`src/hdl/rla_pkg.sv`:
```
// shared types and constants of the lru register allocator
// no dependencies
`default_nettype none

package rla_pkg;

  localparam int unsigned CmdW    = 2;
  localparam int unsigned OwnerW  = 16;
  localparam int unsigned MarkW   = 32;
  localparam int unsigned IdxOutW = 4;

  localparam logic [MarkW-1:0] MarkMax = 32'hFFFF_FFFF;

  typedef enum logic [CmdW-1:0] {
    CmdAlloc  = 2'd0,
    CmdFree   = 2'd1,
    CmdRename = 2'd2,
    CmdLookup = 2'd3
  } cmd_e;

  typedef struct packed {
    logic [OwnerW-1:0] owner;
    logic [MarkW-1:0]  mark;
  } entry_t;

  typedef struct packed {
    logic rd;
    logic wr;
    logic clr;
    logic clr_next;
  } tbl_ctrl_t;

endpackage

`default_nettype wire

```
`src/hdl/rla_table.sv`:
```
// register table: owner and use mark per entry, one read and one write port
// uses rla_pkg; entries that were never written or were freed read as zero
`default_nettype none

module rla_table #(
  parameter int unsigned NumRegs = 16,
  parameter int unsigned IdxW    = 4
) (
  input  wire logic                 clk_i,
  input  wire logic                 rst_ni,
  input  wire rla_pkg::tbl_ctrl_t   ctrl_i,
  input  wire logic [IdxW-1:0]      rd_addr_i,
  input  wire logic [IdxW-1:0]      wr_addr_i,
  input  wire rla_pkg::entry_t      wr_entry_i,
  output rla_pkg::entry_t           rd_entry_o
);
  import rla_pkg::*;

  entry_t              mem_q [NumRegs];
  entry_t              rd_data_q;
  logic                rd_valid_q;
  logic [NumRegs-1:0]  valid_q, valid_d;
  logic [IdxW-1:0]     next_addr;
  logic                next_ok;

  assign next_addr = wr_addr_i + IdxW'(1);
  assign next_ok   = ((IdxW+1)'(wr_addr_i) + (IdxW+1)'(1)) < (IdxW+1)'(NumRegs);

  always_comb begin
    valid_d = valid_q;
    if (ctrl_i.wr) begin
      valid_d[wr_addr_i] = 1'b1;
    end
    if (ctrl_i.clr) begin
      valid_d[wr_addr_i] = 1'b0;
    end
    if (ctrl_i.clr_next && next_ok) begin
      valid_d[next_addr] = 1'b0;
    end
  end

  always_ff @(posedge clk_i or negedge rst_ni) begin
    if (!rst_ni) begin
      valid_q    <= '0;
      rd_valid_q <= 1'b0;
    end else begin
      valid_q <= valid_d;
      if (ctrl_i.rd) begin
        rd_valid_q <= valid_q[rd_addr_i];
      end
    end
  end

  always_ff @(posedge clk_i) begin
    if (ctrl_i.wr) begin
      mem_q[wr_addr_i] <= wr_entry_i;
    end
    if (ctrl_i.rd) begin
      rd_data_q <= mem_q[rd_addr_i];
    end
  end

  assign rd_entry_o = rd_valid_q ? rd_data_q : '0;

endmodule

`default_nettype wire

```
`src/hdl/register_allocator_lru.sv`:
```
// lru register allocator top level: command sequencer and output register
// uses rla_pkg and rla_table
//
// channel  direction  handshake                 word
// in       input      in_valid_i / in_ready_o   command, owner_id, wide, new_owner_id
// out      output     out_valid_o / out_ready_i reg_index, spill_needed, status
//
// one command at a time; the time from accept to result is set by the table scan, which ends
// at the first hit or the last entry and reads one entry per cycle through the single read
// port and compares it in one shared unit
// a wide allocate passes through an extra write state for the second entry of the pair
// reset empties the table at once through per-entry valid bits
// a result waiting on out_ready_i holds; the next command is taken meanwhile
`default_nettype none

module register_allocator_lru #(
  parameter int unsigned NUM_REGS = 16
) (
  input  wire logic                          clk_i,
  input  wire logic                          rst_ni,
  input  wire logic                          in_valid_i,
  output logic                               in_ready_o,
  input  wire logic [rla_pkg::CmdW-1:0]      command_i,
  input  wire logic [rla_pkg::OwnerW-1:0]    owner_id_i,
  input  wire logic                          wide_i,
  input  wire logic [rla_pkg::OwnerW-1:0]    new_owner_id_i,
  output logic                               out_valid_o,
  input  wire logic                          out_ready_i,
  output logic [rla_pkg::IdxOutW-1:0]        reg_index_o,
  output logic                               spill_needed_o,
  output logic                               status_o
);
  import rla_pkg::*;

  localparam int unsigned IW = (NUM_REGS > 1) ? $clog2(NUM_REGS) : 1;
  localparam int unsigned CW = $clog2(NUM_REGS + 1);
  localparam logic [IW-1:0] LastIdx = IW'(NUM_REGS - 1);
  localparam logic [CW-1:0] CntEnd  = CW'(NUM_REGS);

  typedef enum logic [4:0] {
    StIdle   = 5'b00001,
    StScan   = 5'b00010,
    StWrite  = 5'b00100,
    StWrite2 = 5'b01000,
    StFinish = 5'b10000
  } state_e;

  state_e               state_q, state_d;
  cmd_e                 cmd_q;
  logic [OwnerW-1:0]    id_q, new_id_q;
  logic                 wide_q;
  logic [CW-1:0]        cnt_q;
  logic                 rlive_q;
  logic [IW-1:0]        ridx_q;
  entry_t               prev_q;
  logic [MarkW-1:0]     min_q;
  logic [IW-1:0]        minpos_q;
  logic [IW-1:0]        sel_q;
  logic                 hit_q;
  logic [MarkW-1:0]     hit_mark_q;
  logic [MarkW-1:0]     ctr_q;
  logic                 out_valid_q;
  logic [IdxOutW-1:0]   out_idx_q;
  logic                 out_spill_q, out_status_q;

  tbl_ctrl_t            tbl_ctrl;
  logic [IW-1:0]        wr_addr;
  entry_t               wr_entry, cur;

  logic                 is_alloc, free_hit, match, hit_now, consider, lt, upd, last;
  logic [MarkW-1:0]     cand_mark;
  logic [IW-1:0]        cand_idx;
  logic                 accept, load_out;

  rla_table #(
    .NumRegs (NUM_REGS),
    .IdxW    (IW)
  ) u_table (
    .clk_i      (clk_i),
    .rst_ni     (rst_ni),
    .ctrl_i     (tbl_ctrl),
    .rd_addr_i  (cnt_q[IW-1:0]),
    .wr_addr_i  (wr_addr),
    .wr_entry_i (wr_entry),
    .rd_entry_o (cur)
  );

  assign accept   = in_valid_i && in_ready_o;
  assign load_out = (state_q == StFinish) && (!out_valid_q || out_ready_i);
  assign is_alloc = (cmd_q == CmdAlloc);

  // shared scan unit: one entry per cycle
  always_comb begin
    if (wide_q) begin
      free_hit  = ridx_q[0] && (prev_q.owner == '0) && (cur.owner == '0);
      cand_mark = prev_q.mark;
      cand_idx  = ridx_q - IW'(1);
      consider  = ridx_q[0];
    end else begin
      free_hit  = (cur.owner == '0);
      cand_mark = cur.mark;
      cand_idx  = ridx_q;
      consider  = 1'b1;
    end
    match   = (id_q != '0) && (cur.owner == id_q);
    hit_now = is_alloc ? free_hit : match;
    lt      = cand_mark < min_q;
    upd     = is_alloc && consider && lt;
    last    = (ridx_q == LastIdx);
  end

  always_comb begin
    tbl_ctrl = '0;
    wr_addr  = sel_q;
    wr_entry = '{owner: id_q, mark: ctr_q};
    tbl_ctrl.rd = (state_q == StScan) && (cnt_q != CntEnd);
    case (state_q)
      StWrite: begin
        case (cmd_q)
          CmdAlloc: begin
            tbl_ctrl.wr = 1'b1;
          end
          CmdFree: begin
            tbl_ctrl.clr      = hit_q;
            tbl_ctrl.clr_next = hit_q && wide_q;
          end
          CmdRename: begin
            tbl_ctrl.wr = hit_q;
            wr_entry    = '{owner: new_id_q, mark: hit_mark_q};
          end
          CmdLookup: begin
            tbl_ctrl.wr = hit_q;
          end
          default: begin
            tbl_ctrl.wr = 1'b0;
          end
        endcase
      end
      StWrite2: begin
        tbl_ctrl.wr = 1'b1;
        wr_addr     = sel_q + IW'(1);
      end
      default: begin
        tbl_ctrl.wr = 1'b0;
      end
    endcase
  end

  always_comb begin
    state_d = state_q;
    case (state_q)
      StIdle: begin
        if (accept) begin
          state_d = StScan;
        end
      end
      StScan: begin
        if (rlive_q && (hit_now || last)) begin
          state_d = StWrite;
        end
      end
      StWrite: begin
        state_d = (is_alloc && wide_q) ? StWrite2 : StFinish;
      end
      StWrite2: begin
        state_d = StFinish;
      end
      StFinish: begin
        if (load_out) begin
          state_d = StIdle;
        end
      end
      default: begin
        state_d = StIdle;
      end
    endcase
  end

  always_ff @(posedge clk_i or negedge rst_ni) begin
    if (!rst_ni) begin
      state_q     <= StIdle;
      rlive_q     <= 1'b0;
      cnt_q       <= '0;
      ctr_q       <= '0;
      hit_q       <= 1'b0;
      out_valid_q <= 1'b0;
    end else begin
      state_q <= state_d;
      rlive_q <= tbl_ctrl.rd;
      if (accept) begin
        cnt_q <= '0;
      end else if (tbl_ctrl.rd) begin
        cnt_q <= cnt_q + CW'(1);
      end
      if (tbl_ctrl.wr && !(state_q == StWrite && cmd_q == CmdRename)) begin
        ctr_q <= ctr_q + MarkW'(1);
      end
      if ((state_q == StScan) && rlive_q && (hit_now || last)) begin
        hit_q <= hit_now;
      end
      if (load_out) begin
        out_valid_q <= 1'b1;
      end else if (out_ready_i) begin
        out_valid_q <= 1'b0;
      end
    end
  end

  // payload registers
  always_ff @(posedge clk_i) begin
    if (accept) begin
      cmd_q    <= cmd_e'(command_i);
      id_q     <= owner_id_i;
      wide_q   <= wide_i;
      new_id_q <= new_owner_id_i;
      min_q    <= MarkMax;
      minpos_q <= '0;
    end else if ((state_q == StScan) && rlive_q) begin
      prev_q <= cur;
      if (upd) begin
        min_q    <= cand_mark;
        minpos_q <= cand_idx;
      end
      if (hit_now) begin
        sel_q      <= is_alloc ? cand_idx : ridx_q;
        hit_mark_q <= cur.mark;
      end else if (last) begin
        sel_q <= upd ? cand_idx : minpos_q;
      end
    end
    ridx_q <= cnt_q[IW-1:0];
    if (load_out) begin
      out_idx_q    <= (is_alloc || hit_q) ? IdxOutW'(sel_q) : '0;
      out_spill_q  <= is_alloc && !hit_q;
      out_status_q <= !is_alloc && !hit_q;
    end
  end

  assign in_ready_o     = (state_q == StIdle);
  assign out_valid_o    = out_valid_q;
  assign reg_index_o    = out_idx_q;
  assign spill_needed_o = out_spill_q;
  assign status_o       = out_status_q;

endmodule

`default_nettype wire

```
`config.mk`:
```
export PLATFORM = sky130hd
export DESIGN_NAME = register_allocator_lru
export DESIGN_NICKNAME = d
export VERILOG_FILES = /design/src/hdl/rla_pkg.sv /design/src/hdl/rla_table.sv /design/src/hdl/register_allocator_lru.sv
export SDC_FILE = /design/constraint.sdc
export NUM_CORES = 1
export LEC_CHECK = 0
export BUFFER_PORTS_ARGS = -buffer_cell sky130_fd_sc_hd__clkbuf_2
export CAP_MARGIN = 30
export CORE_AREA = 2 2 329 233
export CTS_CLUSTER_DIAMETER = 60
export DETAILED_ROUTE_END_ITERATION = 10
export DIE_AREA = 0 0 331 235
export PLACE_DENSITY = 0.77
export SYNTH_ARGS = -nofsm -noshare
export SYNTH_HDL_FRONTEND = slang
export SYNTH_SLANG_ARGS = --single-unit
```
`constraint.sdc`:
```
create_clock -name clk_i -period 6.8 [get_ports clk_i]
set_clock_uncertainty 0.2 [all_clocks]
set_input_delay 1.36 -clock clk_i [delete_from_list [all_inputs] [get_ports clk_i]]
set_output_delay 1.36 -clock clk_i [all_outputs]
set_load 0.01 [all_outputs]
```
# [Word level (Yosys, flattened, before mapping)]
# Memory sizes are Yosys's and may differ from the RTL's. A register that Yosys moved wholly into a read port is not among the register bits.
# Index checks and enable logic that the tools add are counted.
[word_totals] register_bits=227 latchBits=0 ram_bits=768 rom_bits=0 input_bits=39 out_inout_bits=8 elab_cells=133 memories=1
[classes] addsub=6 n_mul=0 div_mod_pow=0 order_cmp=7 n_eq_ne=14 n_shift=0 n_mux=37 bitwise=6 n_reduce_logical=40
[mem_list] memory="u_table.mem_q" words=16 width=48 rd=1 rd_clocked_by_memory_dff=1 write_ports=1 line="rla_table.sv:19" text="entry_t mem_q [NumRegs];"
[ops] op="2-to-1 mux 48 bit" count=3
[ops] op="2-to-1 mux 16 bit" count=3
[ops] op="adder 32 x 1 -> 32 bit (second input constant)" count=1
[ops] op="AND 16 bit" count=2
[ops] op="logical NOT 16 bit" count=2
[ops] op="< comparator 32 bit" count=1
[ops] op="2-to-1 mux 32 bit" count=1
[ops] op="inverter 16 bit" count=2
[ops] op="2-to-1 mux 5 bit" count=6
[ops] op="case mux 5 bit (5 select lines)" count=1
[ops] op="2-to-1 mux 4 bit" count=6
[ops] op="logical AND 1 bit" count=20
[ops] op="equality test 16 bit" count=1
[ops] op="OR 16 bit" count=1
[ops] op="nonzero test 16 bit" count=1
[ops] op="< comparator 4 x 5 -> 1 bit (second input constant)" count=3
[ops] op="2-to-1 mux 1 bit" count=10
[ops] op="AND reduction 3 bit" count=3
[ops] op="adder 4 x 1 -> 4 bit (second input constant)" count=2
[ops] op="demux 1 bit (select 4 bit)" count=2
[ops] op="greater-or-equal comparator 4 x 1 -> 1 bit (second input constant)" count=2
[ops] op="nonzero test 2 bit" count=3
[ops] op="adder 4 x 1 -> 5 bit (second input constant)" count=1
[ops] op="adder 5 x 1 -> 5 bit (second input constant)" count=1
[ops] op="22 further kinds" count=32

# [Logic depth before layout (Yosys ltp)]
# Gate-level depths: netlist of the first run.
[logic_depth] ltp_word=12 depth_mapped=16 depth_no_buf=10

# [Cells and area by module]
# From an unflattened synthesis of the first run, not the netlist that was laid out.
[hier_totals] cells_unflattened=2040 area_unflattened_um2=41404.7
[by_module_without_submodules] module="rla_table" n_inst=1 cells_each=1265 area_per_inst_um2=31821.8 seq_area_each_um2=24928.9
[by_module_without_submodules] module="register_allocator_lru" n_inst=1 cells_each=775 area_per_inst_um2=9582.9 seq_area_each_um2=5681.7

# [Worst setup path after synthesis of the first run]
# No wires, ideal clock.
[synth_path] path_type="register -> register" from="register state_q[1]" to="memory u_table.mem_q[11][0] in the netlist's numbering (enable)" setup_time_ns=0.577 t_arrival_ns=6.116 t_required_ns=6.023 path_slack_ns=-0.092 path_stages_with_launch=6 path_buffers=1 synth_period_minus_slack_ns=6.892 cell_sequence="dfrtp_1 nand4bb_1 or3_1 and2_4 buf_2 nor4_1"
[synth_between] elab_chain_cells=4 elab_cells_between_ends=6 cone_classes="2 x eq/ne; 4 x mux"
[synth_lines] element="start, declared" line="register_allocator_lru.sv:48" text="state_e state_q, state_d;"
[synth_lines] element="start signal, assigned" line="register_allocator_lru.sv:181" text="state_q <= StIdle;"
[synth_lines] element="start signal, assigned" line="register_allocator_lru.sv:188" text="state_q <= state_d;"
[synth_lines] element="equality test 5 x 4 -> 1 bit / equality test 5 x 3 -> 1 bit (equally long branches)" line="register_allocator_lru.sv:117" text="case (state_q)"
[synth_lines] element="case mux 1 bit (2 select lines)" line="register_allocator_lru.sv:117"
[synth_lines] element="2-to-1 mux 1 bit" line="rla_table.sv:55" text="if (ctrl_i.wr) begin"
[synth_lines] element="2-to-1 mux 1 bit (implied by the code)" line="rla_table.sv:56" text="mem_q[wr_addr_i] <= wr_entry_i;"
[synth_lines] element="end, declared" line="rla_table.sv:19"
# Several ways; a longest one is shown, not always the timed one.

# [Worst setup path after layout of the first run]
[layout_path] from="register wide_q" to="register sel_q[1] (data pin)"
[layout_between] elab_chain_cells=6 elab_cells_between_ends=12 cone_classes="1 x order compare; 9 x mux; 2 x reduce/logical"
[layout_lines] element="start, declared" line="register_allocator_lru.sv:51" text="logic wide_q;"
[layout_lines] element="start signal, assigned" line="register_allocator_lru.sv:214" text="wide_q <= wide_i;"
[layout_lines] element="2-to-1 mux 32 bit" line="register_allocator_lru.sv:94" text="if (wide_q) begin"
[layout_lines] element="named net cand_mark[7]" line="register_allocator_lru.sv:71" text="logic [MarkW-1:0] cand_mark;"
[layout_lines] element="< comparator 32 bit" line="register_allocator_lru.sv:107" text="lt = cand_mark < min_q;"
[layout_lines] element="logical AND 1 bit" line="register_allocator_lru.sv:108" text="upd = is_alloc && consider && lt;"
[layout_lines] element="2-to-1 mux 4 bit"
[layout_lines] element="2-to-1 mux 4 bit" line="register_allocator_lru.sv:227" text="end else if (last) begin"
[layout_lines] element="2-to-1 mux 4 bit" line="register_allocator_lru.sv:224" text="if (hit_now) begin"
[layout_lines] element="end signal, assigned" line="register_allocator_lru.sv:225" text="sel_q <= is_alloc ? cand_idx : ridx_q;"
[layout_lines] element="end signal, assigned" line="register_allocator_lru.sv:228" text="sel_q <= upd ? cand_idx : minpos_q;"
[layout_lines] element="end, declared" line="register_allocator_lru.sv:58" text="logic [IW-1:0] sel_q;"
# The timed path passes the listed nets, and every way through them passes these cells. The select of a mux whose other input is x is not followed.
# A chain may end at the register's enable or synchronous reset.

==> results of run 1 <==
## metrics by stage
step	hold slack (ps)	worst slack, ps	util	cell area [sq um]
5_1_grt	286	1760	0.618	46100
3_3_place_gp	249	2320	0.576	43000
6_report	267	2130	0.618	46100
3_5_place_dp	257	2220	0.578	43100
4_1_cts	270	2180	0.618	46100
2_1_floorplan	145	1300	-	41400
## Yosys cell counts, types with 6 or more instances
cell type	number
edfxtp_1	941
mux4_2	245
nand2_1	140
inv_1	82
nand3_1	81
clkbuf_1	65
dfrtp_1	61
nor2_1	59
mux2_2	50
o21ai_0	46
dfxtp_1	40
ha_1	38
xnor2_1	24
a21oi_1	20
and2_1	20
buf_2	20
xor2_1	20
nand4_1	18
nor2b_1	17
nor4_1	11
nor3_1	10
and3_1	9
buf_1	9
a22oi_1	7
nand3b_1	7
mux2i_1	6
nand2b_1	6
o22a_1	6
## layout make-up
class,count,area [sq um],share of cell area
inverter,83,312,0.00675
timing repair buffer,91,726,0.0157
multi-input combinational,941,10300,0.223
clock buffer,117,2400,0.0521
clock inverter,52,563,0.0122
tap,989,1240,0.0268
sequential,1043,30600,0.664
## worst max-delay path: stages, from the launching register on
cell and delay, ps:
edfxtp_1 950, o21ai_0 310, ha_1 400, a21oi_1 230, nand2_1 80, o311a_1 360, o311ai_1 270, and2_1 850
buf_4 380, mux2i_1 240, o21ai_0 90
## where the power goes
part | leakage, nW | switching, W | total (W) | internal, W
registers | 10.9 | 0.000222 | 0.00742 | 0.00720
logic | 4.53 | 0.00100 | 0.00178 | 0.000778
clock network | 1.46 | 0.00228 | 0.00521 | 0.00293
## registers in the layout, summed over array words and instances, names as in the netlist, 4 cells and up
name and count:
ctr_q 32, minpos_q 4, u_table.mem_q 768, cnt_q 5
new_id_q 16, sel_q 4, id_q 16, ridx_q 4
reg_index_o 4, prev_q 48, u_table.rd_data_q 48, hit_mark_q 32
u_table.valid_q 16, state_q 5, min_q 32
## cell families after synthesis
logic type / after synthesis
AOI/OAI and AO/OA: 146
xor gates and xnor gates: 44
adders and majority gates: 38
buffers and inverters: 178
DFF: 1043
muxes: 301
and+or+nand+nor: 412
## layer usage
layer / wire (microns) / global-route usage / up-vias / part of all wire
li1: - / - / 8846 / -
met2: 41000 / 0.340 / 1205 / 0.44
met1: 39900 / 0.392 / 11070 / 0.43
met5: 13 / 0 / - / 0.00014
met4: 1670 / 0.0475 / 2 / 0.018
met3: 10900 / 0.0639 / 138 / 0.12
## how the worst max path moves through the flow
stage          slack (ps)                   end  cells past startpoint
2_1_floorplan        1300   u_table.mem_q[7][0]                      4
3_3_place_gp         2320  u_table.mem_q[8][13]                      7
3_5_place_dp         2220  u_table.mem_q[9][25]                      8
4_1_cts              2180   u_table.mem_q[9][3]                      8
5_1_grt              1760              sel_q[3]                     10
6_report             2130              sel_q[1]                     10
==> run_results.csv, run 1 <==
group,metric,value,unit
synth,yosys.area.top_type,"edfxtp_1",
clock_tree,clock_latency,650,ps
synth,synth-edff-count,941,
placed_design,gp_routability_congestion,0.889,
final_layout,fill_cells,5024,
floorplan,die_h,235,microns
grt,grt_max_degree,92,
critical_path,reg2reg_to,"sel_q[1]",
sta,rsz0062_at_grt,"no",
hold_path,hold_class,"reg -> reg",
placed_design,dpl.hpwl,52800,microns
clock_tree,clock_sinks,1043,
critical_path,cp-start-kind,"flip-flop",
synth,ys.flop_type,"edfxtp_1",
synth,yosys.area_share.adder,0.0115,
sta,fin_setup_tns,0,ps
synth,synth_compound_area_frac,0.0256,
detailed_routing,ant_nets,0,
synth,synth_cells,2162,
synth,synth_top_area_share,0.682,
synth,syn_area,0.0414,sq mm
critical_path,reg2reg_from,"wide_q",
clock_tree,cts_root_buffer,"clkbuf_16",
detailed_routing,drt_iter0_markers,3031,
synth,syn_nets,2239,
critical_path,required,6990,ps
sta,finalHoldViolCount,0,
floorplan,die_w,331,microns
floorplan,start_util,0.555,
synth,yosys-top-cells-area,"edfxtp_1, mux4_2, dfrtp_1, dfxtp_1, mux2_2",
detailed_routing,drcViolationCount,0,
detailed_routing,wirelength,93500,microns
clock_tree,cts-hold-fix-buffers,0,
detailed_routing,vias,21261,
grt,grt_pass1_wl,139000,microns
final_layout,drive_gt1_frac,0.245,
clock_tree,cts_resized,0,
synth,syn-mean-instance-area,19.2,sq um
synth,async_flop_share,0.0594,
sta,fmax,0.214,GHz
hold_path,hold_end,"min_q[30]",
pwr,ir_worst_vdd,0.235,mV
final_layout,antenna_cells,0,
synth,yosysWarnings,0,
clock_tree,cts_max_level,3,
outcome,status,"completed",
floorplan,core-area,0.0746,sq mm
hold_path,hold_start,"min_q[30]",
clock_tree,tritoncts,"built",
detailed_routing,via_per_inst,6.41,
synth,synth_mux_area_frac,0.148,
critical_path,reg2reg_setup_slack,2130,ps
placed_design,dpl.cell_count,3145,
sta,tightest_slew,1020,ps
synth,synth_top_family_by_area,"multiplexers",
detailed_routing,avgRoutedWirePerCell,28.2,microns
flow_run,timing.max_cap.violations,0,
critical_path,reg2regPathDepth,10,
critical_path,critPathLaunch,"wide_q",
synth,ys_ff_latch,1043,
clock_tree,clk_path_buf_depth,3,
grt,antenna_found_initial,2,
detailed_routing,firstDrtPassIters,6,
floorplan,die-area,0.0778,sq mm
clock_tree,cts_made_buffers,91,
sta,slew_viol_final,0,
synth,yosys.area_share.simple,0.0500,
floorplan,fp-row-count,84,
final_layout,syn2layout_area_growth,11.3,%
clock_tree,cts_setup_buffers,0,
grt,grtUsageTotal,0.244,
critical_path,end_kind,"flip-flop",
synth,yosysUniqueCellTypes,85,
placed_design,port_buffers,46,
floorplan,io_pins,47,
final_layout,layout_common_cells,"edfxtp_1, mux4_2, nand2_1, clkbuf_16",
grt,grt_overflow,0,
final_layout,final_common_cell,"edfxtp_1",
final_layout,nets,2328,
critical_path,crit_type,"reg -> reg",
pwr,p_leak,16.9,nW
final_layout,final_cells,3316,
synth,synth_xor_area_frac,0.00930,
critical_path,arrival,4860,ps
pwr,p_per_area,312,mW/mm^2
sta,max_slew_margin,0.321,
synth,synth_sequential_area_ratio,0.739,
clock_tree,clk_pin_slew,70,ps
sta,setup_viol,0,
grt,grt_pass1_vias,21112,
critical_path,critPathMaxFanout,28,
hold_path,whs_path_depth,2,
sta,finalCriticalPeriod,4670,ps
pwr,power,0.0144,W
sta,finalCritPeriodShare,0.687,
Power figures use the tool's default switching activity.
==> inputs of run 2 (changes only) <==
--- a/config.mk
+++ b/config.mk
@@ -5,12 +5,13 @@
 export SDC_FILE = /design/constraint.sdc
 export NUM_CORES = 1
 export LEC_CHECK = 0
+export ABC_AREA = 1
 export BUFFER_PORTS_ARGS = -buffer_cell sky130_fd_sc_hd__clkbuf_2
 export CAP_MARGIN = 30
-export CORE_AREA = 2 2 329 233
+export CORE_AREA = 2 2 332 235
 export CTS_CLUSTER_DIAMETER = 60
 export DETAILED_ROUTE_END_ITERATION = 10
-export DIE_AREA = 0 0 331 235
+export DIE_AREA = 0 0 334 237
 export PLACE_DENSITY = 0.77
 export SYNTH_ARGS = -nofsm -noshare
 export SYNTH_HDL_FRONTEND = slang
==> constraint.sdc (replaced) <==
create_clock -name clk_i -period 4.1 [get_ports clk_i]
set_clock_uncertainty 0.2 [all_clocks]
set_input_delay 0.82 -clock clk_i [delete_from_list [all_inputs] [get_ports clk_i]]
set_output_delay 0.82 -clock clk_i [all_outputs]
set_load 0.01 [all_outputs]
==> run_results.csv, run 2 <==
group,metric,value,unit
pwr,p_leak,16.1,nW
synth,yosys-top-cells-area,"edfxtp_1, o21ai_0, nand2_1, nor2_1, dfrtp_1",
critical_path,reg2regPathDepth,11,
final_layout,top_register,"u_table.mem_q",
floorplan,io_pins,47,
grt,grt_overflow,0,
final_layout,final_common_cell,"edfxtp_1",
grt,grt_max_degree,200,
critical_path,end_kind,"flip-flop",
pwr,power,0.0272,W
final_layout,nets,3628,
detailed_routing,firstDrtPassIters,6,
hold_path,hold_end,"id_q[3]",
detailed_routing,avgRoutedWirePerCell,23.2,microns
critical_path,reg2reg_from,"u_table.rd_valid_q",
synth,ys_ff_latch,1043,
final_layout,layout_common_cells,"edfxtp_1, nand2_1, o21ai_0, nor2_1, o22ai_1",
clock_tree,cts-hold-fix-buffers,0,
pwr,ir_worst_vdd,0.677,mV
floorplan,die-area,0.0792,sq mm
detailed_routing,via_per_inst,6.12,
sta,finalHoldViolCount,0,
sta,fin_setup_tns,0,ps
critical_path,critPathMaxFanout,32,
final_layout,syn2layout_area_growth,12.0,%
clock_tree,cts_resized,0,
hold_path,whs_path_depth,1,
clock_tree,cts_root_buffer,"clkbuf_16",
sta,slew_viol_final,0,
floorplan,start_util,0.555,
grt,grtUsageTotal,0.269,
final_layout,final_util,0.621,
placed_design,port_buffers,46,
sta,setup_viol,0,
critical_path,required,4210,ps
synth,syn_nets,3591,
synth,synth_top_area_share,0.669,
detailed_routing,drt_iter0_markers,4208,
synth,yosysWarnings,0,
flow_run,timing.max_cap.violations,0,
grt,grt_pass1_vias,26309,
placed_design,place_ws,798,ps
hold_path,hold_start,"owner_id_i[3]",
floorplan,core-area,0.0761,sq mm
hold_path,hold_class,"in -> reg",
sta,rsz0062_at_grt,"no",
clock_tree,tritoncts,"built",
synth,yosysUniqueCellTypes,41,
sta,fmax,0.296,GHz
clock_tree,cts_setup_buffers,0,
critical_path,reg2reg_to,"hit_mark_q[26]",
clock_tree,cts_made_buffers,92,
clock_tree,clk_path_buf_depth,3,
clock_tree,cts_max_level,3,
floorplan,fp-row-count,85,
detailed_routing,vias,28299,
outcome,status,"completed",
critical_path,reg2reg_setup_slack,720,ps
final_layout,antenna_cells,0,
grt,grt_pass1_wl,161000,microns
floorplan,die_h,237,microns
clock_tree,clock_latency,690,ps
synth,synth_cells,3514,
sta,setup_slack,725,ps
synth,synth.most_common_cell,"edfxtp_1",
placed_design,dpl.hpwl,57200,microns
final_layout,top_regs,"u_table.mem_q (768), prev_q (48), u_table.rd_data_q (48)",
critical_path,cp-start-kind,"flip-flop",
final_layout,largest_register_ffs,768,
critical_path,arrival,3490,ps
final_layout,drive_gt1_frac,0.0960,
critical_path,crit_type,"reg -> reg",
sta,finalCriticalPeriod,3380,ps
clock_tree,clock_sinks,1043,
clock_tree,clk_pin_slew,70,ps
detailed_routing,wirelength,107000,microns
floorplan,die_w,334,microns
synth,async_flop_share,0.0594,
detailed_routing,drcViolationCount,0,
synth,ys.flop_type,"edfxtp_1",
grt,antenna_found_initial,2,
pwr,p_per_area,575,mW/mm^2
synth,syn-mean-instance-area,12.0,sq um
synth,synth_sequential_area_ratio,0.725,
synth,yosys.area.top_type,"edfxtp_1",
synth,synthTopCellsByCount,"edfxtp_1, nand2_1, o21ai_0",
sta,finalCritPeriodShare,0.823,
sta,tightest_slew,1290,ps
placed_design,dpl.cell_count,4457,
sta,max_slew_margin,0.140,
placed_design,gp_routability_congestion,0.940,
synth,syn_area,0.0422,sq mm
detailed_routing,ant_nets,0,
final_layout,final_cells,4626,
synth,synth-edff-count,941,
run 2: cell count changes in the layout (fill, tap and decap cells not counted), sizes merged, moves of 18 or more:
cell / previous run / this run
nand2: 141 / 546
o22ai: 5 / 217
nand3: 81 / 62
nor3: 13 / 31
buf: 44 / 96
inv: 90 / 199
mux4: 245 / 0
xor2: 20 / 44
o21ai: 48 / 498
mux2: 50 / 0
nor2: 61 / 494
nand4: 18 / 97
and2: 21 / 0
xnor2: 24 / 1
run 2: routing by layer:
layer / part of all wire / GRT usage / vias to the layer above
met4: 0.028 / 0.0815 / 2
met1: 0.41 / 0.404 / 13551
li1: - / - / 12662
met3: 0.12 / 0.0564 / 253
met5: 0.00016 / 0 / -
met2: 0.44 / 0.399 / 1831
run 2: logic make-up after synthesis:
logic type,count (synthesis),synth area share
AOI/OAI and AO/OA,754,0.0966
xor gates and xnor gates,45,0.00995
adders and majority gates,38,0.0113
buffers and inverters,393,0.0360
DFF,1043,0.725
and+or+nand+nor,1241,0.122
run 2: worst max path at each step:
stage               slack [ps]                  end          startpoint
floorplan                   40  u_table.mem_q[4][0]          state_q[1]
global placement           800             sel_q[0]  u_table.rd_valid_q
detailed placement         800          minpos_q[1]  u_table.rd_valid_q
CTS                        760           in_ready_o          state_q[0]
global route               490          minpos_q[3]  u_table.rd_valid_q
finish                     720       hit_mark_q[26]  u_table.rd_valid_q
run 2: area by class of cell:
class | instances | area, sq um
Clock buffer | 103 | 2370
Tap cell | 1000 | 1250
Timing Repair Buffer | 142 | 1230
Inverter | 194 | 739
Sequential cell | 1043 | 30600
Fill cell | 5542 | 28900
Multi-Input combinational cell | 2078 | 10300
Clock inverter | 66 | 805
run 2: worst max-delay path: stages, from the launching register on:
cell and delay, ps:
dfrtp_2 720, nand2_1 160, inv_1 150, o21ai_0 100, nor2_1 110, nand3_1 80
nor2_1 120, nand3_1 310, nand2_1 290, inv_1 190, nor2_4 100, buf_4 430
run 2: metrics by stage:
step,hold slack [ps],instance area [sq um]
6_report,98.2,47300
4_1_cts,70.8,47300
3_5_place_dp,244,44100
5_1_grt,86.6,47300
2_1_floorplan,169,42200
3_3_place_gp,241,44100
run 2: power breakdown:
part / internal (W) / switching [W]
sequential: 0.0122 / 0.000259
clock: 0.00507 / 0.00400
combinational: 0.00153 / 0.00417
